===== src/rsa_pkg.sv =====
// Shared types and constants for the running stream aggregator.
`default_nettype none

package rsa_pkg;

  localparam int AccWidth      = 64;
  localparam int OutCountWidth = 32;
  localparam int ModeWidth     = 3;
  localparam int KindWidth     = 2;

  typedef enum logic [KindWidth-1:0] {
    KIND_ADD   = 2'd0,
    KIND_READ  = 2'd1,
    KIND_CLEAR = 2'd2
  } kind_e;

  typedef enum logic [ModeWidth-1:0] {
    MODE_SUM   = 3'd0,
    MODE_AVG   = 3'd1,
    MODE_COUNT = 3'd2,
    MODE_MAX   = 3'd3,
    MODE_MIN   = 3'd4,
    MODE_FIRST = 3'd5,
    MODE_LAST  = 3'd6
  } agg_mode_e;

  typedef enum logic [1:0] {
    ST_IDLE,
    ST_EVAL,
    ST_DIV,
    ST_OUT
  } seq_state_e;

endpackage

`default_nettype wire


===== src/rsa_div.sv =====
// Radix-2 restoring divider: signed dividend by an unsigned count, truncating toward zero.
`default_nettype none

module rsa_div #(
  parameter int COUNT_WIDTH = 32
) (
  input  wire logic                           clk_i,
  input  wire logic                           rst_ni,
  input  wire logic                           start_i,
  input  wire logic [rsa_pkg::AccWidth-1:0]   dividend_i,
  input  wire logic [COUNT_WIDTH-1:0]         divisor_i,
  output logic                                done_o,
  output logic [rsa_pkg::AccWidth-1:0]        quotient_o
);

  localparam int StepWidth = $clog2(rsa_pkg::AccWidth);

  logic                            busy_q, busy_d;
  logic                            done_q, done_d;
  logic                            neg_q, neg_d;
  logic [StepWidth-1:0]            cnt_q, cnt_d;
  logic [COUNT_WIDTH-1:0]          rem_q, rem_d;
  logic [COUNT_WIDTH-1:0]          dvs_q, dvs_d;
  logic [rsa_pkg::AccWidth-1:0]    quo_q, quo_d;
  logic [COUNT_WIDTH:0]            trial;
  logic [COUNT_WIDTH:0]            diff;
  logic                            fits;

  assign trial = {rem_q, quo_q[rsa_pkg::AccWidth-1]};
  assign diff  = trial - {1'b0, dvs_q};
  assign fits  = trial >= {1'b0, dvs_q};

  always_comb begin
    busy_d = busy_q;
    done_d = 1'b0;
    neg_d  = neg_q;
    cnt_d  = cnt_q;
    rem_d  = rem_q;
    dvs_d  = dvs_q;
    quo_d  = quo_q;
    if (start_i) begin
      busy_d = 1'b1;
      neg_d  = dividend_i[rsa_pkg::AccWidth-1];
      cnt_d  = '0;
      rem_d  = '0;
      dvs_d  = divisor_i;
      quo_d  = dividend_i[rsa_pkg::AccWidth-1] ? (~dividend_i + 1'b1) : dividend_i;
    end else if (busy_q) begin
      rem_d = fits ? diff[COUNT_WIDTH-1:0] : trial[COUNT_WIDTH-1:0];
      quo_d = {quo_q[rsa_pkg::AccWidth-2:0], fits};
      cnt_d = cnt_q + 1'b1;
      if (cnt_q == StepWidth'(rsa_pkg::AccWidth - 1)) begin
        busy_d = 1'b0;
        done_d = 1'b1;
      end
    end
  end

  always_ff @(posedge clk_i or negedge rst_ni) begin
    if (!rst_ni) begin
      busy_q <= 1'b0;
      done_q <= 1'b0;
    end else begin
      busy_q <= busy_d;
      done_q <= done_d;
    end
  end

  always_ff @(posedge clk_i) begin
    neg_q <= neg_d;
    cnt_q <= cnt_d;
    rem_q <= rem_d;
    dvs_q <= dvs_d;
    quo_q <= quo_d;
  end

  assign done_o     = done_q;
  assign quotient_o = neg_q ? (~quo_q + 1'b1) : quo_q;

endmodule

`default_nettype wire


===== src/running_stream_aggregator_top.sv =====
// Top level of the running stream aggregator: state update, sequencer and output register.
// A word that needs no division passes from acceptance through the EVAL and OUT states
// to the output register; no new word is taken until the sequencer is back in IDLE.
// A word in average mode with a value present and a non-zero count also runs the radix-2
// divider in the DIV state before OUT; in OUT a held-up receiver stalls the sequencer.
// The asynchronous active-low reset clears the aggregate, count, flags and mode (sum).
`default_nettype none

module running_stream_aggregator_top #(
  parameter  int VALUE_WIDTH = 48,
  parameter  int COUNT_WIDTH = 32,
  localparam int SDataWidth  = ((VALUE_WIDTH + 7) / 8) * 8
) (
  input  wire logic                    clk_i,
  input  wire logic                    rst_ni,
  input  wire logic                    cfg_valid_i,
  output logic                         cfg_ready_o,
  input  wire logic [rsa_pkg::ModeWidth-1:0] cfg_data_i,
  input  wire logic                    s_axis_tvalid,
  output logic                         s_axis_tready,
  // Bits: sample_value, then zero padding.
  input  wire logic [SDataWidth-1:0]   s_axis_tdata,
  // Bits: kind.
  input  wire logic [rsa_pkg::KindWidth-1:0] s_axis_tuser,
  output logic                         m_axis_tvalid,
  input  wire logic                    m_axis_tready,
  // Bits: agg_value, event_count.
  output logic [rsa_pkg::AccWidth+rsa_pkg::OutCountWidth-1:0] m_axis_tdata,
  // Bits: has_value, saturated.
  output logic [1:0]                   m_axis_tuser
);

  localparam int AccW = rsa_pkg::AccWidth;

  rsa_pkg::seq_state_e     state_q, state_d;
  rsa_pkg::agg_mode_e      mode_q;
  logic signed [AccW-1:0]  acc_q, acc_d;
  logic                    present_q, present_d;
  logic [COUNT_WIDTH-1:0]  tally_q, tally_d;
  logic                    ovf_q, ovf_d;
  logic                    avg_q, avg_d;
  logic                    m_valid_q, m_valid_d;
  logic [AccW+rsa_pkg::OutCountWidth-1:0] m_data_q;
  logic [1:0]              m_user_q;

  logic                    in_ready;
  logic                    accept;
  logic                    div_start;
  logic                    div_done;
  logic [AccW-1:0]         quotient;
  logic                    out_load;
  logic signed [AccW-1:0]  sample;
  logic signed [AccW-1:0]  sum;
  logic                    sum_ovf;
  logic [COUNT_WIDTH-1:0]  tally_bump;
  logic                    tally_full;
  logic [AccW-1:0]         result;

  assign cfg_ready_o = 1'b1;
  assign accept      = s_axis_tvalid && in_ready;

  assign sample = {{(AccW - VALUE_WIDTH){s_axis_tdata[VALUE_WIDTH-1]}},
                   s_axis_tdata[VALUE_WIDTH-1:0]};
  assign sum     = acc_q + sample;
  assign sum_ovf = (acc_q[AccW-1] == sample[AccW-1]) && (sum[AccW-1] != acc_q[AccW-1]);
  assign tally_full = &tally_q;
  assign tally_bump = tally_full ? tally_q : tally_q + 1'b1;

  always_comb begin
    acc_d     = acc_q;
    present_d = present_q;
    tally_d   = tally_q;
    ovf_d     = ovf_q;
    avg_d     = avg_q;
    if (accept) begin
      case (rsa_pkg::kind_e'(s_axis_tuser))
        rsa_pkg::KIND_ADD: begin
          unique case (mode_q)
            rsa_pkg::MODE_SUM, rsa_pkg::MODE_AVG: begin
              if (!present_q) begin
                acc_d = sample;
              end else if (sum_ovf) begin
                acc_d = acc_q[AccW-1] ? {1'b1, {(AccW-1){1'b0}}} : {1'b0, {(AccW-1){1'b1}}};
              end else begin
                acc_d = sum;
              end
              ovf_d     = ovf_q | (present_q && sum_ovf) | tally_full;
              present_d = 1'b1;
              tally_d   = tally_bump;
            end
            rsa_pkg::MODE_COUNT: begin
              tally_d   = tally_bump;
              ovf_d     = ovf_q | tally_full;
              acc_d     = AccW'(tally_bump);
              present_d = 1'b1;
            end
            rsa_pkg::MODE_MAX: begin
              if (!present_q || sample > acc_q) begin
                acc_d = sample;
              end
              present_d = 1'b1;
              tally_d   = tally_bump;
              ovf_d     = ovf_q | tally_full;
            end
            rsa_pkg::MODE_MIN: begin
              if (!present_q || sample < acc_q) begin
                acc_d = sample;
              end
              present_d = 1'b1;
              tally_d   = tally_bump;
              ovf_d     = ovf_q | tally_full;
            end
            rsa_pkg::MODE_FIRST: begin
              if (!present_q) begin
                acc_d     = sample;
                present_d = 1'b1;
                tally_d   = COUNT_WIDTH'(1);
              end
            end
            rsa_pkg::MODE_LAST: begin
              acc_d     = sample;
              present_d = 1'b1;
              tally_d   = tally_bump;
              ovf_d     = ovf_q | tally_full;
            end
            default: begin
              acc_d = acc_q;
            end
          endcase
        end
        rsa_pkg::KIND_CLEAR: begin
          acc_d     = '0;
          present_d = 1'b0;
          tally_d   = '0;
          ovf_d     = 1'b0;
        end
        default: begin
          acc_d = acc_q;
        end
      endcase
      avg_d = present_d && (mode_q == rsa_pkg::MODE_AVG) && (tally_d != '0);
    end
  end

  always_comb begin
    state_d   = state_q;
    in_ready  = 1'b0;
    div_start = 1'b0;
    out_load  = 1'b0;
    unique case (state_q)
      rsa_pkg::ST_IDLE: begin
        in_ready = 1'b1;
        if (s_axis_tvalid) begin
          state_d = rsa_pkg::ST_EVAL;
        end
      end
      rsa_pkg::ST_EVAL: begin
        if (avg_q) begin
          div_start = 1'b1;
          state_d   = rsa_pkg::ST_DIV;
        end else begin
          state_d = rsa_pkg::ST_OUT;
        end
      end
      rsa_pkg::ST_DIV: begin
        if (div_done) begin
          state_d = rsa_pkg::ST_OUT;
        end
      end
      rsa_pkg::ST_OUT: begin
        if (!m_valid_q || m_axis_tready) begin
          out_load = 1'b1;
          state_d  = rsa_pkg::ST_IDLE;
        end
      end
      default: begin
        state_d = rsa_pkg::ST_IDLE;
      end
    endcase
  end

  rsa_div #(
    .COUNT_WIDTH(COUNT_WIDTH)
  ) u_div (
    .clk_i      (clk_i),
    .rst_ni     (rst_ni),
    .start_i    (div_start),
    .dividend_i (acc_q),
    .divisor_i  (tally_q),
    .done_o     (div_done),
    .quotient_o (quotient)
  );

  assign result = !present_q ? '0 : (avg_q ? quotient : acc_q);

  always_comb begin
    m_valid_d = m_valid_q;
    if (out_load) begin
      m_valid_d = 1'b1;
    end else if (m_axis_tready) begin
      m_valid_d = 1'b0;
    end
  end

  always_ff @(posedge clk_i or negedge rst_ni) begin
    if (!rst_ni) begin
      state_q   <= rsa_pkg::ST_IDLE;
      mode_q    <= rsa_pkg::MODE_SUM;
      acc_q     <= '0;
      present_q <= 1'b0;
      tally_q   <= '0;
      ovf_q     <= 1'b0;
      avg_q     <= 1'b0;
      m_valid_q <= 1'b0;
    end else begin
      state_q   <= state_d;
      if (cfg_valid_i) begin
        mode_q <= rsa_pkg::agg_mode_e'(cfg_data_i);
      end
      acc_q     <= acc_d;
      present_q <= present_d;
      tally_q   <= tally_d;
      ovf_q     <= ovf_d;
      avg_q     <= avg_d;
      m_valid_q <= m_valid_d;
    end
  end

  always_ff @(posedge clk_i) begin
    if (out_load) begin
      m_data_q <= {rsa_pkg::OutCountWidth'(tally_q), result};
      m_user_q <= {ovf_q, present_q};
    end
  end

  assign s_axis_tready = in_ready;
  assign m_axis_tvalid = m_valid_q;
  assign m_axis_tdata  = m_data_q;
  assign m_axis_tuser  = m_user_q;

endmodule

`default_nettype wire

===== config.mk =====
export PLATFORM = sky130hd
export DESIGN_NAME = running_stream_aggregator_top
export DESIGN_NICKNAME = d
export VERILOG_FILES = /design/src/rsa_pkg.sv /design/src/rsa_div.sv /design/src/running_stream_aggregator_top.sv
export SDC_FILE = /design/constraint.sdc
export NUM_CORES = 1
export LEC_CHECK = 0
export BUFFER_PORTS_ARGS = -buffer_cell sky130_fd_sc_hd__buf_2
export CELL_PAD_IN_SITES_DETAIL_PLACEMENT = 0
export CELL_PAD_IN_SITES_GLOBAL_PLACEMENT = 1
export CORE_UTILIZATION = 25
export DETAILED_ROUTE_END_ITERATION = 10
export HOLD_SLACK_MARGIN = 0.03
export PLACE_DENSITY_LB_ADDON = 0.1
export SYNTH_ARGS = -nofsm -noshare
export SYNTH_HDL_FRONTEND = slang
export SYNTH_SLANG_ARGS = --single-unit

===== constraint.sdc =====
create_clock -name clk_i -period 3.5 [get_ports clk_i]
set_clock_uncertainty 0.05 [all_clocks]
set_input_delay 0.525 -clock clk_i [delete_from_list [all_inputs] [get_ports clk_i]]
set_output_delay 0.525 -clock clk_i [all_outputs]
set_load 0.05 [all_outputs]

-- After elaboration in Yosys (flattened, before gate mapping)
Cells that the tools add are included.
- register bits: 340
- bits of input ports: 58
- output and inout bits: 101
- word-level logic and storage cells: 120
- add/sub/neg operators: 6
- order comparisons: 3
- equal/unequal tests: 21
- multiplexer cells: 42
- bitwise gates (word level): 5
- reductions and logical operators: 25
- operators with widths (cell ; number):
    2-to-1 mux 64 bit ; 11
    one-hot mux 64 bit (6 select lines) ; 1
    adder 64 x 1 -> 64 bit, second input constant ; 2
    2-to-1 mux 32 bit ; 4
    NOT 64 bit ; 2
    one-hot mux 32 bit (2 select lines) ; 2
    one-hot mux 64 bit (2 select lines) ; 1
    adder 64 x 48 -> 64 bit ; 1
    > comparator 48 x 64 -> 1 bit ; 1
    less-than comparator 48 x 64 -> 1 bit ; 1
    >= comparator 33 x 32 -> 1 bit ; 1
    adder 32 x 1 -> 32 bit, second input constant ; 1
    AND reduction 32 bit ; 1
    nonzero test 32 bit ; 1
    subtractor 32 bit ; 1
    2-to-1 mux 1 bit ; 16
    equality test 3 bit, second input constant ; 3
    != test 3 bit, second input constant ; 3
    one-hot mux 2 bit (4 select lines) ; 1
    != test 7 x 1 -> 1 bit, second input constant ; 1
    OR reduction 7 bit ; 1
    adder 6 x 1 -> 6 bit, second input constant ; 1
    equality test 2 bit, second input constant ; 3
    equality test 3 x 2 -> 1 bit, second input constant ; 2
    other kinds (22) ; 40

-- Longest topological paths before layout
- word-level depth: 8
- gate-level depth with buffers: 16
- depth with buffers taken out: 13

-- By module
From an unflattened synthesis, not the netlist that was laid out.
- cell total of the unflattened synthesis: 3062
- area total of the unflattened synthesis: 26504.2 um2
- modules (own cells, without submodules) (module ; times used ; cells an instance ; area each (um2) ; sequential area each (um2)):
    running_stream_aggregator_top ; 1 ; 1960 ; 16642.2 ; 5570.3
    rsa_div ; 1 ; 1102 ; 9862.0 ; 3723.6

-- Least setup slack after synthesis
OpenSTA, ideal clock, no wires.
- path type: input-to-reg
- start point: in s_axis_tdata[6]
- end point: reg acc_q[34]
- library setup time: 0.136 ns
- arrival time: 3.539 ns
- required time: 3.314 ns
- path slack: -0.226 ns
- stages on the path: 14
- buffers on the path: 3
- cell sequence: ha_1 > buf_2 > nor2b_1 > a2111oi_0 > a21oi_1 > o211ai_1 > a31oi_1 > o311ai_1 > and2_0 > clkbuf_1 > o21ai_0 > clkbuf_1 > a2111oi_0 > o21ai_0
- word-level cells in the longest chain between the ends: 7
- elaborated cells on any way between the ends: 14
- those cells by class: add/sub (1); order compare (2); eq/ne (3); mux (4); reduce/logical (4)
- RTL lines (element ; RTL line ; text):
    start: declaration ; running_stream_aggregator_top.sv:22 ; input wire logic [SDataWidth-1:0] s_axis_tdata,
    adder 64 x 48 -> 64 bit ; running_stream_aggregator_top.sv:64 ; assign sum = acc_q + sample;
    != test 1 bit ; running_stream_aggregator_top.sv:65 ; assign sum_ovf = (acc_q[AccW-1] == sample[AccW-1]) && (sum[AccW-1] != acc_q[AccW-1]);
    logical AND 1 bit ; running_stream_aggregator_top.sv:65 ;
    2-to-1 mux 64 bit ; running_stream_aggregator_top.sv:82 ; end else if (sum_ovf) begin
    2-to-1 mux 64 bit ; running_stream_aggregator_top.sv:80 ; if (!present_q) begin
    one-hot mux 64 bit (6 select lines) ; running_stream_aggregator_top.sv:78 ; unique case (mode_q)
    one-hot mux 64 bit (2 select lines) ; running_stream_aggregator_top.sv:76 ; case (rsa_pkg::kind_e'(s_axis_tuser))
    end signal: assignment ; running_stream_aggregator_top.sv:209 ; acc_q <= '0;
    end signal: assignment ; running_stream_aggregator_top.sv:220 ; acc_q <= acc_d;
    end: declaration ; running_stream_aggregator_top.sv:37 ; logic signed [AccW-1:0] acc_q, acc_d;
Parallel ways exist; a longest one is shown, timed or not.
A chain may end at the register's enable or synchronous reset.

-- Worst setup path in the final report
- start point: reg u_div.quo_q[10] (netlist name)
- end point: reg m_data_q (netlist bit m_axis_tdata[63]) (data pin)
- word-level cells in the longest chain between the ends: 4
- RTL lines (element ; RTL line ; text):
    start: declaration ; rsa_div.sv:24 ; logic [rsa_pkg::AccWidth-1:0] quo_q, quo_d;
    start signal: assignment ; rsa_div.sv:74 ; quo_q <= quo_d;
    NOT 64 bit ; rsa_div.sv:78 ; assign quotient_o = neg_q ? (~quo_q + 1'b1) : quo_q;
    adder 64 x 1 -> 64 bit ; rsa_div.sv:78 ;
    2-to-1 mux 64 bit ; rsa_div.sv:78 ;
    2-to-1 mux 64 bit ; running_stream_aggregator_top.sv:194 ; assign result = !present_q ? '0 : (avg_q ? quotient : acc_q);
    end signal: assignment ; running_stream_aggregator_top.sv:231 ; m_data_q <= {rsa_pkg::OutCountWidth'(tally_q), result};
    end: declaration ; running_stream_aggregator_top.sv:43 ; logic [AccW+rsa_pkg::OutCountWidth-1:0] m_data_q;
No other way between the ends.

==> reports/metrics.yaml <==
core_um2: 104000
hold_class: "input port to register"
crit_path_start_kind: "register"
p_int_mw: 18.6
p_sw_mw: 17.2
met3_length_um: 6410
synth_top_area_share_pct: 22.2
ant_nets: 0
ios: 159
drive_gt1_share_pct: 36.7
place_worst_setup_slack_ps: -1250
port_buffers: 157
critical_path_class: "register to register"
status: "finished with violations"
hold_violations: 0
cts_num_sinks: 340
synth_edf_count: 195
worst_slack_ps: -367
ir_worst_vdd_v: 0.000341
clock_path_buffers: 3
hpwl_um: 102000
worstMarginPinSlew_ps: 1110
routed_wl_um: 132000
async_reset_ff_share_pct: 31.5
yosysUniqueCellTypes: 86
syn_area_per_cell_um2: 8.47
setup_violations: 93
clkPwrFrac_pct: 13.0
drc_errors: 0
wl_met1_um: 68400
rr_worst_depth: 11
seqPwrFrac_pct: 18.8
crit_fanout: 4
nFillCells: 10600
overflow: 0
min_period_ps: 3870
slew_headroom_pct: 25.6
grt_pass1_wl_um: 191000
worstSkewPairLatency_ps: 620
required_ps: 3780
top_layer_used: "met4"
fin_util_pct: 38.0
layout.nets: 4186
areaGrowthSynthToFinish_pct: 50.0
synth-seq-area-share_pct: 35.3
end_kind: "register"
hold-path-cell-count: 2
synth_ff_type: "edfxtp_1"
tritoncts: "built"
maxCapViolCount: 0
syn_area_um2: 26300
place.gp.congestion: 0.936
p_leak_nw: 16.4
die_w_um: 327
grt_pass1_vias: 27600
drt-vias-per-instance: 5.24
powerDensity_nw_per_um2: 905
grt_max_degree: 139
synth_top_cells_by_area: "edfxtp_1 (22%), dfrtp_1 (10%), ha_1 (7.9%)"
violations: "negative setup slack"
die_height_um: 327
maxSlewViolCount: 0
grt_usage_pct: 24.0
wl_per_cell_um: 24.6
rows: 118
clkTransAtPathRegs_ps: 60
routed-via-count: 28200
initial_core_util_pct: 25.3
switching_share_pct: 48.1
rsz0062_at_grt: "yes"
post-route-period-util_pct: 110
drtPass1Iterations: 7
synth_seq_cells: 340
die_area_um2: 107000
cts_inserted_buffers: 44
wl_met2_um: 54300
whs_ps: 97.0
cts_htree_levels: 2
antenna_found_initial: 1
postSynthCellCount: 3110
root_buffer: "clkbuf_16"
drt-initial-drc-count: 2179
comb_power_share_pct: 68.2
clock.fmax_ghz: 0.259
power.total_mw: 35.8
yosysTopAreaCell: "edfxtp_1"
yosys_warnings: 0
crit_arrival_ps: 4150
synth_fp_nets: 3337
-- power by group through the flow --
stage	clock network [mW]	registers, mW	logic [mW]
floorplan	0	8.28	9.22
global placement	0	6.73	20.1
detailed placement	0	6.77	20.2
CTS	4.79	6.72	23.0
global route	4.90	6.88	25.9
finish	4.63	6.73	24.4
-- cell type report --
class                           count  area, um^2  area share [%]
Clock buffer                       60        1190            3.01
Timing Repair Buffer              992        7980            20.2
Tap cell                         1380        1730            4.37
Multi-Input combinational cell   2403       18400            46.6
Inverter                          178         684            1.73
Antenna cell                        2        5.00          0.0127
Clock inverter                     20         228           0.576
Sequential cell                   340        9300            23.5
-- cell families after synthesis --
group | synth area share, %
buffers and inverters | 5.26
adder cells (fa/ha/maj) | 8.09
flip-flops | 35.3
XOR/XNOR | 7.38
multiplexers | 1.47
AO/OA/AOI/OAI | 23.5
other | 0.0142
AND/OR/NAND/NOR | 19.0
-- registers in the layout, summed over array words and instances, names as in the netlist, 3 cells and up --
name,flops
m_axis_tdata,96
u_div.quo_q,64
u_div.rem_q,32
u_div.dvs_q,32
acc_q,64
mode_q,3
tally_q,32
u_div.cnt_q,6
-- cell usage in the layout (no fill, tap or decap), types with 32 or more instances in the layout --
| cell type | instances |
|---|---|
| clkbuf_16 | 45 |
| nor4_1 | 34 |
| a211oi_1 | 75 |
| ha_1 | 146 |
| a21oi_1 | 180 |
| a21o_1 | 35 |
| nand4_1 | 40 |
| and3_1 | 32 |
| dfxtp_1 | 38 |
| inv_1 | 144 |
| buf_2 | 156 |
| nor3_1 | 63 |
| xnor2_1 | 142 |
| o31ai_1 | 49 |
| o21ai_0 | 233 |
| nand3_1 | 46 |
| buf_4 | 726 |
| xor2_1 | 75 |
| nor2_1 | 220 |
| nand2b_1 | 32 |
| nand2_1 | 276 |
| dfrtp_1 | 104 |
| edfxtp_1 | 195 |
| buf_6 | 57 |
-- per-layer routing --
layer | up-vias | global-route usage (%)
met4 | 0 | 5.78
met3 | 126 | 2.67
met1 | 14000 | 37.6
li1 | 13200 | -
met2 | 821 | 34.2
met5 | - | 0
-- metrics by stage --
step                std cells  area, um^2  setup TNS, ps
floorplan                3110       26400           -899
global placement         5180       33800         -67440
detailed placement       5180       33800         -71810
CTS                      5348       38400         -15030
global route             5373       39500         -23160
finish                   5375       39500         -16340
-- path summary, 6_finish.rpt --
check | start | to | slack, ps
worst max register to register | u_div.quo_q[10] | m_axis_tdata[63] | -370
worst min-delay path | cfg_data_i[2] | mode_q[2] | 100
worst max-delay path | u_div.quo_q[10] | m_axis_tdata[63] | -370
worst min register to register | u_div.rem_q[3] | u_div.rem_q[3] | 430
max in group asynchronous | rst_ni | avg_q | 2230
min in group asynchronous | rst_ni | acc_q[33] | 370
-- synth_stat cells (20+ instances only) --
cell type,instances
a211oi_1,96
a21o_1,35
a21oi_1,207
a22o_1,24
a31oi_1,22
and3_1,37
clkbuf_1,177
dfrtp_1,107
dfxtp_1,38
edfxtp_1,195
ha_1,167
inv_1,178
mux2i_1,32
nand2_1,313
nand2b_1,33
nand3_1,49
nand4_1,40
nor2_1,228
nor2b_1,30
nor3_1,89
nor4_1,47
o21a_1,20
o21ai_0,266
o31ai_1,82
o41ai_1,30
or2_2,20
or3_1,37
or4_1,28
xnor2_1,147
xor2_1,75
-- critical path, stage by stage (launching register included) --
cell      delay, ps
edfxtp_1        390
or4_4           550
or3_4           380
or4_4           550
or3_4           380
nor2_4          100
nand3_2         100
or4_4           580
o21ai_2         170
buf_6           140
xnor2_2         110
a211oi_2         80
-- what timing repair did --
item | CTS | global route
endpoints found under the setup margin | 113 | 115
cloned | 18 | 1
hold buffers | 1 | 0
gates resized for setup | 448 | 199
endpoints found under the hold margin | 22 | 0
buffers inserted | 80 | 40
pin swaps | 137 | 91
Power figures use the tool's default switching activity.
